[src/rtl/core/b64w_pkg.sv]
// Shared types, constants and the symbol table for the base64 line-wrap encoder.
`default_nettype none
package b64w_pkg;

  localparam int unsigned QueueDepthDefault = 4;

  localparam int unsigned JobSlots = 6;
  localparam int unsigned SlotW    = 3;

  localparam logic [7:0] NewlineChar = 8'd10;
  localparam logic [7:0] TabChar     = 8'd9;
  localparam logic [7:0] PadChar     = 8'd61;

  // One queued job: the characters caused by one input word, in order.
  typedef struct packed {
    logic [JobSlots-1:0][7:0] chars;
    logic [SlotW-1:0]         num;
    logic                     fin;
  } job_t;

  function automatic logic [7:0] b64_symbol(input logic [5:0] v);
    logic [7:0] r;
    if (v < 6'd26) begin
      r = 8'd65 + {2'b00, v};
    end else if (v < 6'd52) begin
      r = 8'd71 + {2'b00, v};
    end else if (v < 6'd62) begin
      r = {2'b00, v} - 8'd4;
    end else if (v == 6'd62) begin
      r = 8'd43;
    end else begin
      r = 8'd47;
    end
    return r;
  endfunction

endpackage
`default_nettype wire

[src/rtl/core/base64_encoder_line_wrap_unit.sv]
// Top level of the base64 encoder with optional newline-tab line wrapping.
// Bytes enter one per word on the input channel; each accepted byte is turned
// into zero to six characters at once, and a job holding any characters is
// placed in a job queue of QueueDepth entries, so the input side takes a new
// byte in every cycle while the queue has room. The output side delivers one
// character per cycle from a registered stage while out_ready is high and the
// queue holds a job, so the sustained rate is set by the characters per byte.
// The first character of a job is loaded from the queue head into the output
// register once the output register is free. A byte that only completes part
// of a group and neither opens a message with wrapping on nor ends one adds
// nothing to the output.
// wrap_width is written through cfg_we/cfg_wdata and must only change while
// the block is idle.
`default_nettype none
module base64_encoder_line_wrap_unit #(
  parameter int unsigned QueueDepth = b64w_pkg::QueueDepthDefault
) (
  input  wire logic        clk,
  input  wire logic        rst,
  input  wire logic        cfg_we,
  input  wire logic [15:0] cfg_wdata,
  input  wire logic        in_valid,
  output logic             in_ready,
  input  wire logic [7:0]  data_byte,
  input  wire logic        final_byte,
  output logic             out_valid,
  input  wire logic        out_ready,
  output logic [7:0]       out_char,
  output logic             end_of_run,
  output logic             end_of_message
);
  import b64w_pkg::*;

  job_t push_job;
  job_t head_job;
  logic q_push;
  logic q_pop;
  logic q_full;
  logic q_empty;

  b64w_front u_front (
    .clk        (clk),
    .rst        (rst),
    .cfg_we     (cfg_we),
    .cfg_wdata  (cfg_wdata),
    .in_valid   (in_valid),
    .in_ready   (in_ready),
    .data_byte  (data_byte),
    .final_byte (final_byte),
    .q_full     (q_full),
    .q_push     (q_push),
    .q_job      (push_job)
  );

  b64w_queue #(
    .Depth (QueueDepth)
  ) u_queue (
    .clk    (clk),
    .rst    (rst),
    .push   (q_push),
    .wr_job (push_job),
    .pop    (q_pop),
    .rd_job (head_job),
    .full   (q_full),
    .empty  (q_empty)
  );

  b64w_back u_back (
    .clk            (clk),
    .rst            (rst),
    .head           (head_job),
    .q_empty        (q_empty),
    .q_pop          (q_pop),
    .out_valid      (out_valid),
    .out_ready      (out_ready),
    .out_char       (out_char),
    .end_of_run     (end_of_run),
    .end_of_message (end_of_message)
  );

endmodule
`default_nettype wire

[src/rtl/core/b64w_front.sv]
// Front end: accepts bytes, tracks group and column state, and builds one job per word.
`default_nettype none
module b64w_front (
  input  wire logic                clk,
  input  wire logic                rst,
  input  wire logic                cfg_we,
  input  wire logic [15:0]         cfg_wdata,
  input  wire logic                in_valid,
  output logic                     in_ready,
  input  wire logic [7:0]          data_byte,
  input  wire logic                final_byte,
  input  wire logic                q_full,
  output logic                     q_push,
  output b64w_pkg::job_t           q_job
);
  import b64w_pkg::*;

  logic [15:0] wrap_width;
  logic [7:0]  held0;
  logic [7:0]  held1;
  logic [1:0]  group_fill;
  logic [16:0] column_count;
  logic        mid_message;

  logic [1:0]  eff_fill;
  logic [1:0]  fill_after;
  logic        pre;
  logic        grp;
  logic        do_pad;
  logic        wrap_on;
  logic        wrap_hit;
  logic        accept;
  logic [16:0] col_base;
  logic [16:0] col_sum;
  logic [16:0] column_next;
  logic [7:0]  s0, s1, s2, s3;
  logic [7:0]  p0, p1, p2, p3;
  logic [3:0]  p1_low;

  assign in_ready = !q_full;
  assign accept   = in_valid && in_ready;

  assign wrap_on  = (wrap_width != 16'd0);
  assign eff_fill = mid_message ? group_fill : 2'd0;
  assign pre      = !mid_message && wrap_on;
  assign grp      = eff_fill[1];

  always_comb begin
    case (eff_fill)
      2'd0:    fill_after = 2'd1;
      2'd1:    fill_after = 2'd2;
      default: fill_after = 2'd0;
    endcase
  end

  assign do_pad = final_byte && (fill_after != 2'd0);

  assign col_base = mid_message ? column_count : 17'd0;
  assign col_sum  = col_base + 17'd4;
  assign wrap_hit = grp && wrap_on && (col_sum > {1'b0, wrap_width});

  always_comb begin
    if (final_byte) begin
      column_next = '0;
    end else if (grp) begin
      column_next = (!wrap_on || wrap_hit) ? 17'd0 : col_sum;
    end else begin
      column_next = col_base;
    end
  end

  // Full group symbols: two held bytes plus the incoming one.
  assign s0 = b64_symbol(held0[7:2]);
  assign s1 = b64_symbol({held0[1:0], held1[7:4]});
  assign s2 = b64_symbol({held1[3:0], data_byte[7:6]});
  assign s3 = b64_symbol(data_byte[5:0]);

  // Padded tail: with one byte in the group it is the incoming byte, with two
  // it is the held byte followed by the incoming one.
  always_comb begin
    if (fill_after == 2'd2) begin
      p0     = b64_symbol(held0[7:2]);
      p1_low = data_byte[7:4];
      p1     = b64_symbol({held0[1:0], p1_low});
      p2     = b64_symbol({data_byte[3:0], 2'b00});
    end else begin
      p0     = b64_symbol(data_byte[7:2]);
      p1_low = 4'd0;
      p1     = b64_symbol({data_byte[1:0], p1_low});
      p2     = PadChar;
    end
    p3 = PadChar;
  end

  always_comb begin
    q_job.fin = final_byte;
    if (grp) begin
      q_job.chars[0] = s0;
      q_job.chars[1] = s1;
      q_job.chars[2] = s2;
      q_job.chars[3] = s3;
      q_job.chars[4] = NewlineChar;
      q_job.chars[5] = TabChar;
      q_job.num      = wrap_hit ? SlotW'(6) : SlotW'(4);
    end else if (pre) begin
      q_job.chars[0] = NewlineChar;
      q_job.chars[1] = TabChar;
      q_job.chars[2] = p0;
      q_job.chars[3] = p1;
      q_job.chars[4] = p2;
      q_job.chars[5] = p3;
      q_job.num      = do_pad ? SlotW'(6) : SlotW'(2);
    end else begin
      q_job.chars[0] = p0;
      q_job.chars[1] = p1;
      q_job.chars[2] = p2;
      q_job.chars[3] = p3;
      q_job.chars[4] = NewlineChar;
      q_job.chars[5] = TabChar;
      q_job.num      = do_pad ? SlotW'(4) : SlotW'(0);
    end
  end

  assign q_push = accept && (q_job.num != '0);

  always_ff @(posedge clk) begin
    if (rst) begin
      wrap_width <= '0;
    end else if (cfg_we) begin
      wrap_width <= cfg_wdata;
    end
  end

  always_ff @(posedge clk) begin
    if (rst) begin
      held0        <= '0;
      held1        <= '0;
      group_fill   <= '0;
      column_count <= '0;
      mid_message  <= 1'b0;
    end else if (accept) begin
      column_count <= column_next;
      mid_message  <= !final_byte;
      group_fill   <= final_byte ? 2'd0 : fill_after;
      if (final_byte) begin
        held0 <= '0;
        held1 <= '0;
      end else if (eff_fill == 2'd0) begin
        held0 <= data_byte;
      end else if (eff_fill == 2'd1) begin
        held1 <= data_byte;
      end
    end
  end

endmodule
`default_nettype wire

[src/rtl/core/b64w_queue.sv]
// Small job queue between the front end and the character serializer.
`default_nettype none
module b64w_queue #(
  parameter int unsigned Depth = b64w_pkg::QueueDepthDefault
) (
  input  wire logic           clk,
  input  wire logic           rst,
  input  wire logic           push,
  input  wire b64w_pkg::job_t wr_job,
  input  wire logic           pop,
  output b64w_pkg::job_t      rd_job,
  output logic                full,
  output logic                empty
);
  import b64w_pkg::*;

  localparam int unsigned PtrW = (Depth > 1) ? $clog2(Depth) : 1;
  localparam int unsigned CntW = $clog2(Depth + 1);

  job_t            slots [Depth];
  logic [PtrW-1:0] wr_ptr;
  logic [PtrW-1:0] rd_ptr;
  logic [CntW-1:0] count;

  assign full   = (count == CntW'(Depth));
  assign empty  = (count == '0);
  assign rd_job = slots[rd_ptr];

  always_ff @(posedge clk) begin
    if (push) begin
      slots[wr_ptr] <= wr_job;
    end
  end

  always_ff @(posedge clk) begin
    if (rst) begin
      wr_ptr <= '0;
      rd_ptr <= '0;
      count  <= '0;
    end else begin
      if (push) begin
        wr_ptr <= (wr_ptr == PtrW'(Depth - 1)) ? '0 : wr_ptr + 1'b1;
      end
      if (pop) begin
        rd_ptr <= (rd_ptr == PtrW'(Depth - 1)) ? '0 : rd_ptr + 1'b1;
      end
      if (push && !pop) begin
        count <= count + 1'b1;
      end else if (pop && !push) begin
        count <= count - 1'b1;
      end
    end
  end

  a_no_overflow: assert property (@(posedge clk) disable iff (rst) push |-> !full)
    else $error("job queue written while full");
  a_no_underflow: assert property (@(posedge clk) disable iff (rst) pop |-> !empty)
    else $error("job queue read while empty");
  a_count_bound: assert property (@(posedge clk) disable iff (rst) count <= CntW'(Depth))
    else $error("job queue count out of range");
  a_job_nonempty: assert property (@(posedge clk) disable iff (rst)
    push |-> (wr_job.num != '0) && (wr_job.num <= SlotW'(JobSlots)))
    else $error("job queue given a job with a bad character count");

endmodule
`default_nettype wire

[src/rtl/core/b64w_back.sv]
// Back end: walks the head job one character per cycle into the output register while out_ready allows.
`default_nettype none
module b64w_back (
  input  wire logic           clk,
  input  wire logic           rst,
  input  wire b64w_pkg::job_t head,
  input  wire logic           q_empty,
  output logic                q_pop,
  output logic                out_valid,
  input  wire logic           out_ready,
  output logic [7:0]          out_char,
  output logic                end_of_run,
  output logic                end_of_message
);
  import b64w_pkg::*;

  logic [SlotW-1:0] idx;
  logic             load;
  logic             last;

  assign load  = !q_empty && (!out_valid || out_ready);
  assign last  = (idx == head.num - 1'b1);
  assign q_pop = load && last;

  always_ff @(posedge clk) begin
    if (rst) begin
      out_valid <= 1'b0;
      idx       <= '0;
    end else begin
      if (load) begin
        out_valid <= 1'b1;
        idx       <= last ? '0 : idx + 1'b1;
      end else if (out_ready) begin
        out_valid <= 1'b0;
      end
    end
  end

  always_ff @(posedge clk) begin
    if (load) begin
      out_char       <= head.chars[idx];
      end_of_run     <= last;
      end_of_message <= last && head.fin;
    end
  end

endmodule
`default_nettype wire

[config.mk]
export PLATFORM = sky130hd
export DESIGN_NAME = base64_encoder_line_wrap_unit
export DESIGN_NICKNAME = d
export VERILOG_FILES = /design/src/rtl/core/b64w_pkg.sv /design/src/rtl/core/base64_encoder_line_wrap_unit.sv /design/src/rtl/core/b64w_front.sv /design/src/rtl/core/b64w_queue.sv /design/src/rtl/core/b64w_back.sv
export SDC_FILE = /design/constraint.sdc
export NUM_CORES = 1
export LEC_CHECK = 0
export BUFFER_PORTS_ARGS = -buffer_cell sky130_fd_sc_hd__buf_2
export CORE_MARGIN = 4
export CORE_UTILIZATION = 45
export DETAILED_ROUTE_END_ITERATION = 16
export SETUP_SLACK_MARGIN = 0.2
export SLEW_MARGIN = 20
export SYNTH_ARGS = -nofsm -noshare
export SYNTH_HDL_FRONTEND = slang
export SYNTH_SLANG_ARGS = --single-unit
[constraint.sdc]
create_clock -name clk -period 3.9 [get_ports clk]
set_clock_uncertainty 0.1 [all_clocks]
set_input_delay 0.78 -clock clk [delete_from_list [all_inputs] [get_ports clk]]
set_output_delay 0.78 -clock clk [all_outputs]
set_load 0.01 [all_outputs]
==> impl_metrics.tcl, run 1 <==
set metrics [dict create \
    cts.sinks 251 \
    worst-r2r-cell-count 14 \
    seqCellArea_um2 6890 \
    cp-start-kind "flip-flop" \
    grt_start_max_net_pins 45 \
    fin_crit_ps 3460 \
    synth_mux_area_share_pct 11.6 \
    finalCritPeriodShare_pct 88.6 \
    critical_path_arrival_ps 3790 \
    grt_usage_pct 19.9 \
    maxSlewViolCount 0 \
    die_y_um 178 \
    drtPass1Iterations 5 \
    comb_power_share_pct 20.2 \
    crit_type "reg -> reg" \
    synth_top_area_cell "edfxtp_1" \
    setup.worst_path.end_class "flip-flop" \
    crit_family "simple AND/OR/NAND/NOR gates" \
    port-buffer-count 41 \
    ys_seq_area_share_pct 52.7 \
    fill_cells 2526 \
    worst-endpoint-required_ps 4240 \
    async_reset_ff_share_pct 0 \
    path_clk_slew_ps 60 \
    grt_pass1_wl_um 50100 \
    synth_cell_types 73 \
    r2r_slack_ps 440 \
    synth_cells 1099 \
    max-slew-margin-rel_pct 38.5 \
    critPathBufInv 1 \
    num_rows 62 \
    drive_gt1_share_pct 17.8 \
    clkLatencyLatePin_ps 540 \
    drc_errors 0 \
    ys_top_cells_by_area "edfxtp_1 43%, dfxtp_1 10%, mux4_2 9.0%" \
    internal-power_mw 5.55 \
    detail_route.wl_per_cell_um 20.3 \
    slowest_stage "dfxtp_1" \
    fmax_mhz 289 \
    synth.avg_cell_area_um2 11.9 \
    cpPeakStageDelay_ps 400 \
    die_x_um 178 \
    drt_wl_total_um 31500 \
    initial_utilization_pct 45.5 \
    yosys_warnings 0 \
    finalSetupViolations 0 \
    ys_ff_latch 251 \
    p_leak_nw 5.30 \
    powerDensity_nw_per_um2 517 \
    drtAntennaViolNets 0 \
    synth_top_family_by_area "compound AO/OA/AOI/OAI gates" \
    crit_fanout 11 \
    synth-compound-area-share_pct 12.4 \
    stdcell_count 1554 \
    utilization_pct 51.6 \
    clkPwrFrac_pct 35.2 \
    regToRegEndpoint "u_front.column_count[4]" \
    outcome "finished, final reports clean" \
    vias 9058 \
    min_to "u_front.column_count[8]" \
    routed_via_density 5.83 \
    tightest_slew_ps 922 \
    drt_iter0_drc 868 \
    hold_viol_final 0 \
    hp-start "u_front.column_count[8]" \
    hpwl_um 22000 \
    cts_hold_buf 0 \
    coreArea_um2 28700 \
    cts_buffer_depth 3 \
    first_global_vias 8876 \
    hp-class "reg -> reg" \
    rsz0062_at_grt "false" \
    synth_edf_count 186 \
    diodes 0 \
    h-tree-depth 1 \
    p_seq_share_pct 44.5 \
    multi_input_area_um2 5710 \
    power.total_mw 7.66 \
    synthDominantCellAreaShare_pct 42.8 \
    numCtsBuffers 27 \
    hold_depth 2 \
    syn_area_um2 13100 \
    cap_violations 0 \
    fin_setup_tns_ps 0 \
    antenna_found_initial 0 \
    clockRootBuffer "clkbuf_16" \
    grt_overflow 0 \
    worstReg2RegStart "u_front.column_count[6]" \
    synthAdderAreaFrac_pct 5.33 \
    power_switching_mw 2.10 \
    cts_tree "built" \
    final_nets 1234 \
    die_area_um2 31800 \
    routabilityCongestion 0.890 \
    ys.flop_type "edfxtp_1" \
    switching_share_pct 27.5 \
    ir_drop_uv 310 \
    yosys.area_share.xor_xnor_pct 2.75 \
    area_growth_pct 13.3 \
    synthSimpleGateAreaFrac_pct 11.2 \
    ios 42 \
    dpl.cell_count 1500 \
    cp_cell_sequence "nand3_1 -> nor4_4 -> nand4_1 -> nor2_1 -> xnor2_1 -> nor2_1 -> ha_1 -> and3_1 -> a211oi_1 -> a21oi_1 -> o221ai_1 -> buf_4 -> nand3_1 -> o31ai_1" \
]
==> power by group through the flow <==
| stage | clock network, mW | logic (mW) | registers, mW |
|---|---|---|---|
| after global placement | 0 | 1.56 | 3.46 |
| after floorplan | 0 | 1.05 | 3.45 |
| final | 2.70 | 1.55 | 3.41 |
| after CTS | 2.76 | 1.58 | 3.41 |
| after global routing | 2.87 | 1.70 | 3.44 |
| after detailed placement | 0 | 1.57 | 3.47 |
==> cells in the mapped netlist (all sizes together), types with 4 or more instances <==
master and instances:
mux2i 28, or3 9, nand4 17, o21ai 34, a211oi 12, mux4 52, a22oi 19, nand3 36
o21a 6, a31oi 11, xnor2 27, nor3 18, ha 54, and3 6, edfxtp 186, clkbuf 56
mux2 5, o311ai 7, a21o 15, o22ai 10, a21oi 64, o221ai 7, nand3b 4, dfxtp 65
xor2 14, o31ai 10, buf 14, and2 10, nand2b 14, nor4 8, inv 60, o211ai 8
nor2 76, nor2b 5, a311oi 7, nand2 76
==> state kept, by name (all words and copies together), names as in the netlist, named ones only <==
register,cells
u_queue.wr_ptr,2
u_back.end_of_message,1
u_back.idx,3
u_queue.rd_ptr,2
u_queue.slots,176
u_front.group_fill,2
u_front.held1,8
u_front.column_count,17
u_back.end_of_run,1
u_back.out_valid,1
u_front.held0,8
u_front.mid_message,1
u_back.out_char,8
u_front.wrap_width,16
u_queue.count,3
==> cell type report <==
type,instances,area share [%]
clock inverters,17,1.44
well taps,384,3.25
inverters,62,1.57
clock buffers,33,5.06
repair buffers,81,3.58
multi-input cells,726,38.5
flip-flops and latches,251,46.6
==> per-stage QoR <==
stage | instance area, µm² | setup WS, ps | hold WS, ps
floorplan | 13100 | 626 | 343
global placement | 13800 | 312 | 350
detailed placement | 13800 | 338 | 370
CTS | 14800 | 328 | 353
global route | 14800 | 195 | 372
finish | 14800 | 445 | 375
==> worst max path at each step <==
stage,start,depth (start not counted),endpoint,slack (ps)
finish,u_front.column_count[6],14,u_front.column_count[4],440
global route,u_front.column_count[6],14,u_front.column_count[4],190
CTS,u_front.column_count[3],12,u_front.column_count[14],330
detailed placement,u_front.column_count[3],12,u_front.column_count[13],340
global placement,data_byte[4],9,u_queue.slots[3][11],310
floorplan,u_front.column_count[2],15,u_front.column_count[4],630
==> repair_timing <==
item                                    in CTS  in global routing
endpoints found under the setup margin       0                 11
setup buffers                                0                  4
gates resized for setup                      0                  2
==> per-layer routing <==
metal | share of wire [%] | track usage [%] | vias up
met4 | 2.4 | 4.92 | 0
met1 | 45 | 27.9 | 4514
met2 | 49 | 33.3 | 245
met5 | 0 | 0 | -
li1 | - | - | 4255
met3 | 4.5 | 2.40 | 44
==> kinds of logic after synthesis <==
family | count (synthesis)
AOI/OAI and AO/OA | 242
xor gates and xnor gates | 41
adders and majority gates | 55
buffers and inverters | 132
DFF | 251
muxes | 85
other | 2
and+or+nand+nor | 291
==> placed cells by master, fill, tap and decap left out, types with 14 or more instances in the layout <==
| cell type | Yosys | routed |
|---|---|---|
| a21o_1 | 15 | 15 |
| a21oi_1 | 63 | 63 |
| a22oi_1 | 19 | 19 |
| buf_2 | 6 | 41 |
| buf_4 | 1 | 38 |
| clkbuf_16 | 0 | 28 |
| dfxtp_1 | 65 | 63 |
| edfxtp_1 | 186 | 186 |
| ha_1 | 54 | 54 |
| inv_1 | 60 | 60 |
| mux2i_1 | 27 | 27 |
| mux4_2 | 52 | 52 |
| nand2_1 | 76 | 76 |
| nand2b_1 | 14 | 14 |
| nand3_1 | 35 | 35 |
| nand4_1 | 16 | 16 |
| nor2_1 | 76 | 75 |
| nor3_1 | 18 | 18 |
| o21ai_0 | 29 | 28 |
| xnor2_1 | 27 | 27 |
| xor2_1 | 14 | 14 |
==> worst register-to-register path, cell delays in order, from the launching register on <==
cell,delay [ps]
dfxtp_1,400
nand3_1,230
nor4_4,350
nand4_1,250
nor2_1,170
xnor2_1,150
nor2_1,70
ha_1,310
and3_1,200
a211oi_1,200
a21oi_1,90
o221ai_1,200
buf_4,230
nand3_1,150
o31ai_1,250
Note: power is estimated with default switching activity, not from simulation.
==> inputs of run 2 (changes only) <==
CELL_PAD_IN_SITES_DETAIL_PLACEMENT = 2   (was default)
CELL_PAD_IN_SITES_GLOBAL_PLACEMENT = 2   (was default)
CORE_UTILIZATION = 43   (was 45)
PLACE_DENSITY_LB_ADDON = 0.1   (was default)
==> run 2 against run 1 <==
Compared with the run above:
- cell area is 0.22% higher
- global-route usage increased by 6.9 points
- clock power shrank 3%
- cell count rose by 1.0%
- clock-buffer cell count rose by 8
- register-to-register slack worse by 90 ps
- critical endpoint is now u_front.column_count[12]
- largest cell class unchanged
==> impl_metrics.tcl, run 2 (same netlist as run 1, synthesis figures left out) <==
set metrics [dict create \
    cts_buffer_depth 3 \
    drt_iter0_drc 765 \
    finalCritPeriodShare_pct 90.8 \
    first_global_vias 10500 \
    power.total_mw 7.82 \
    area_growth_pct 13.6 \
    ir_drop_uv 316 \
    fmax_mhz 282 \
    worst-endpoint-required_ps 4250 \
    hold_depth 3 \
    antenna_found_initial 1 \
    utilization_pct 49.8 \
    cts_tree "built" \
    place_ws_ps -186 \
    tightest_slew_ps 998 \
    grt_overflow 0 \
    drt-met1-wl_um 19000 \
    wl_met2_um 22000 \
    maxSlewViolCount 0 \
    crit_path_end "u_front.column_count[12]" \
    ios 42 \
    worst-r2r-cell-count 13 \
    grt_pass1_wl_um 68200 \
    setup.worst_path.end_class "flip-flop" \
    h-tree-depth 1 \
    drt_wl_total_um 44800 \
    hpwl_um 30700 \
    cts_hold_buf 0 \
    largestRegisters "u_queue.slots x176, u_front.column_count x17, u_front.wrap_width x16" \
    highest_layer "met4" \
    detail_route.wl_per_cell_um 28.6 \
    largest_reg_flops 176 \
    routed_via_density 6.21 \
    powerDensity_nw_per_um2 527 \
    cap_violations 0 \
    path_clk_slew_ps 60 \
    drtPass1Iterations 5 \
    fin_ws_ps 357 \
    cp_cell_sequence "inv_1 -> nor4_4 -> nand4_1 -> buf_4 -> xnor2_1 -> nor2_1 -> ha_1 -> a21o_1 -> a211oi_1 -> nand3_1 -> o21ai_2 -> nand3_2 -> o31ai_1" \
    coreArea_um2 29800 \
    critPathBufInv 2 \
    crit_family "compound AO/OA/AOI/OAI gates" \
    multi_input_area_um2 5750 \
    slowest_stage "dfxtp_2" \
    fill_cells 2981 \
    worst-path-stages 13 \
    vias 9742 \
    regToRegEndpoint "u_front.column_count[12]" \
    num_rows 63 \
    clockRootBuffer "clkbuf_16" \
    final_common_cell "edfxtp_1" \
    p_leak_nw 5.30 \
    cpPeakStageDelay_ps 400 \
    grt_usage_pct 26.8 \
    numCtsBuffers 29 \
    outcome "finished, final reports clean" \
    drive_gt1_share_pct 18.7 \
    clkLatencyLatePin_ps 570 \
    drc_errors 0 \
    routabilityCongestion 0.822 \
    hp-class "in -> reg" \
    fin_crit_ps 3540 \
    final_cell_mix "186 x edfxtp_1, 76 x nand2_1, 74 x nor2_1, 63 x a21oi_1, 60 x inv_1" \
    cp-start-kind "flip-flop" \
    grt_start_max_net_pins 45 \
    cts.sinks 251 \
    worstReg2RegStart "u_front.column_count[10]" \
    timing.hold.ws_ps 357 \
    crit_type "reg -> reg" \
    rsz0062_at_grt "false" \
    r2r_slack_ps 360 \
    die_y_um 182 \
    final_nets 1242 \
    hold_viol_final 0 \
    drtAntennaViolNets 0 \
    seqCellArea_um2 6900 \
    crit_fanout 6 \
    diodes 0 \
    initial_utilization_pct 43.8 \
    regMostFlops "u_queue.slots" \
    dr_wl_met3_um 1980 \
    die_area_um2 33200 \
    critical_path_arrival_ps 3900 \
    finalSetupViolations 0 \
    port-buffer-count 41 \
    startpoint "u_front.column_count[10]" \
    max-slew-margin-rel_pct 33.5 \
    die_x_um 182 \
]
run 2: cell count changes in the layout (fill, tap and decap cells not counted), sizes merged:
cell	delta
clkbuf	+8
buf	+6
clkinv	-4
bufinv	-3
inv	+2
clkinvlp	+1
run 2: final cells by class:
| cell class | count | area share [%] |
|---|---|---|
| multi-input combinational | 726 | 38.7 |
| clock inverter | 13 | 0.767 |
| inverter | 62 | 1.59 |
| timing repair buffer | 87 | 3.79 |
| tap | 390 | 3.29 |
| clock buffer | 41 | 5.33 |
| sequential | 251 | 46.5 |
run 2: tightest hold or removal path: stages:
cell and delay, ps:
buf_2 70, mux2i_1 50, nor2_1 70
run 2: per-stage QoR:
| stage | setup TNS [ps] | cell area (µm²) | cells |
|---|---|---|---|
| 4_1_cts | 0 | 14800 | 1566 |
| 3_5_place_dp | -880 | 13800 | 1511 |
| 6_report | 0 | 14800 | 1570 |
| 3_3_place_gp | 0 | 13800 | 1511 |
| 2_1_floorplan | 0 | 13100 | 1109 |
| 5_1_grt | 0 | 14800 | 1570 |
run 2: worst min-delay path by stage:
stage	to	startpoint	slack [ps]
after global routing	u_front.wrap_width[1]	cfg_wdata[1]	370
after floorplan	u_front.column_count[8]	u_front.column_count[8]	340
after global placement	u_back.out_valid	u_back.out_valid	350
after detailed placement	u_front.column_count[8]	u_front.column_count[8]	370
after CTS	u_front.wrap_width[0]	cfg_wdata[0]	350
final	u_front.wrap_width[0]	cfg_wdata[0]	360
run 2: repair_timing:
action                                  in CTS  in global routing
setup buffers                                1                  4
pin swaps                                    1                  2
resized for setup                            4                 13
endpoints found under the setup margin      16                168
run 2: power by group:
group	total, mW	switching [mW]	internal, mW	leakage [nW]
clock network	2.62	1.13	1.49	0.445
registers	3.48	0.187	3.29	2.22
logic	1.72	1.08	0.636	2.63
total	7.82	2.40	5.42	5.30
run 2: layer usage:
layer | global-route usage [%] | up-vias
met1 | 35.2 | 5070
met2 | 45.6 | 305
met5 | 0 | -
met3 | 3.75 | 102
met4 | 9.55 | 0
li1 | - | 4265
==> inputs of run 3 (changes only) <==
CORE_UTILIZATION = 39   (was 43)
clock period = 3.01 ns   (was 3.9 ns; I/O delays follow)
==> run 3 against run 2 <==
Compared with the run above:
- die area rose by 9.8%
- sequential power grew 28%
- via count is 0.53% higher
- global-route usage is 2.4 points lower
- total power up 35%
- core utilization shrank 1.2 points
- sequential cell count stayed put
- non-clock buffer count rose by 81
- the flow now finishes with violations (negative setup slack)
==> impl_metrics.tcl, run 3 (same netlist as run 1, synthesis figures left out) <==
set metrics [dict create \
    initial_utilization_pct 39.8 \
    worst-endpoint-required_ps 3340 \
    hp-class "in -> reg" \
    fin_crit_ps 3390 \
    area_growth_pct 21.8 \
    clkLatencyLatePin_ps 560 \
    path_clk_slew_ps 70 \
    hold_viol_final 0 \
    ios 42 \
    p_leak_nw 5.80 \
    regMostFlops "u_queue.slots" \
    fin_setup_tns_ps -4920 \
    utilization_pct 48.5 \
    max-slew-margin-rel_pct 33.5 \
    antenna_found_initial 2 \
    diodes 0 \
    ir_drop_uv 490 \
    finalCritPeriodShare_pct 113 \
    first_global_vias 10800 \
    powerDensity_nw_per_um2 663 \
    drtPass1Iterations 5 \
    final_area_um2 15900 \
    placed_cell_area_um2 14600 \
    crit_fanout 5 \
    cts_hold_buf 0 \
    fill_cells 3285 \
    cp_cell_sequence "nand4_4 -> nor4_4 -> buf_4 -> nand3_1 -> xor2_1 -> nor2_1 -> ha_1 -> a21o_4 -> a211oi_4 -> nand3_2 -> o21ai_4 -> nand3_4 -> o31ai_2" \
    power.total_mw 10.6 \
    grt_overflow 0 \
    cts.sinks 251 \
    die_x_um 191 \
    critical_path_arrival_ps 3720 \
    crit_family "compound AO/OA/AOI/OAI gates" \
    grt_start_max_net_pins 45 \
    drt_iter0_drc 630 \
    die_area_um2 36500 \
    routed_via_density 5.76 \
    port-buffer-count 41 \
    grt_usage_pct 24.4 \
    detail_route.wl_per_cell_um 26.8 \
    die_y_um 191 \
    outcome "finished, violations left" \
    crit_type "reg -> reg" \
    final_common_cell "edfxtp_1" \
    fin_ws_ps -379 \
    r2r_slack_ps -380 \
    largest_reg_flops 176 \
    cp-start-kind "flip-flop" \
    fmax_mhz 295 \
    setup.worst_path.end_class "flip-flop" \
    hpwl_um 30700 \
    final_nets 1322 \
    clockRootBuffer "clkbuf_16" \
    slowest_stage "dfxtp_2" \
    drtAntennaViolNets 0 \
    vias 9794 \
    violations "negative setup slack" \
    finalSetupViolations 20 \
    cts_tree "built" \
    numCtsBuffers 28 \
    final_cell_mix "186 x edfxtp_1, 118 x buf_4, 75 x nand2_1, 74 x nor2_1, 60 x inv_1" \
    drive_gt1_share_pct 26.9 \
    largestRegisters "u_queue.slots x176, u_front.column_count x17, u_front.wrap_width x16" \
    tightest_slew_ps 989 \
    grt_pass1_wl_um 68200 \
    h-tree-depth 1 \
    drt_wl_total_um 45600 \
    num_rows 66 \
    rsz0062_at_grt "true" \
    coreArea_um2 32800 \
    routabilityCongestion 0.821 \
    cap_violations 0 \
    cpPeakStageDelay_ps 360 \
    maxSlewViolCount 0 \
    cts_buffer_depth 3 \
    place_ws_ps -458 \
    critPathBufInv 1 \
    drc_errors 0 \
]
## run 3: changes by cell type in the layout (fill, tap and decap cells not counted), moves of 4 or more
cell	delta
a21oi_1	-4
buf_12	+6
nor4_1	-4
dfxtp_1	-5
buf_4	+73
dfxtp_2	+5
## run 3: path summary, 6_finish.rpt
kind	from	end	depth (start not counted)
max	u_front.column_count[4]	u_front.column_count[14]	13
min	cfg_wdata[12]	u_front.wrap_width[12]	3
max reg2reg	u_front.column_count[4]	u_front.column_count[14]	13
min reg2reg	u_back.out_valid	u_back.out_valid	2
## run 3: stage by stage
stage | hold WS, ps | instances
floorplan | 351 | 1109
global placement | 354 | 1637
detailed placement | 370 | 1637
CTS | 175 | 1694
global route | 193 | 1701
finish | 192 | 1701
## run 3: worst min-delay path, delay by kind of cell
kind / cells / cell delay (ps)
and+or+nand+nor: 1 / 70
muxes: 1 / 60
buffers and inverters: 1 / 70
## run 3: layer usage
metal,GRT usage [%],vias to the layer above,share of wire [%]
met4,7.15,2,3.3
met1,32.7,5046,43
met5,0,-,0.057
li1,-,4420,-
met3,2.85,83,3.7
met2,42.0,243,50
## run 3: cell type report
class / instances / area, µm² / area share, %
clock buffers: 39 / 782 / 4.91
clock inverters: 13 / 184 / 1.16
inverters: 62 / 236 / 1.49
multi-input cells: 726 / 6000 / 37.7
flip-flops and latches: 251 / 6910 / 43.4
well taps: 442 / 553 / 3.47
repair buffers: 168 / 1250 / 7.88
## run 3: repair_timing
item                                    in CTS  in global routing
endpoints found under the setup margin      26                 49
buffers inserted                             5                  7
resized for setup                           31                 26
cloned                                       0                  0
pin swaps                                   15                 10
## run 3: report_power, final
part	internal, mW	switching [mW]	total (mW)	leakage [nW]
Combinational	0.996	1.45	2.44	3.11
Clock	2.16	1.48	3.65	0.468
Sequential	4.26	0.210	4.47	2.23
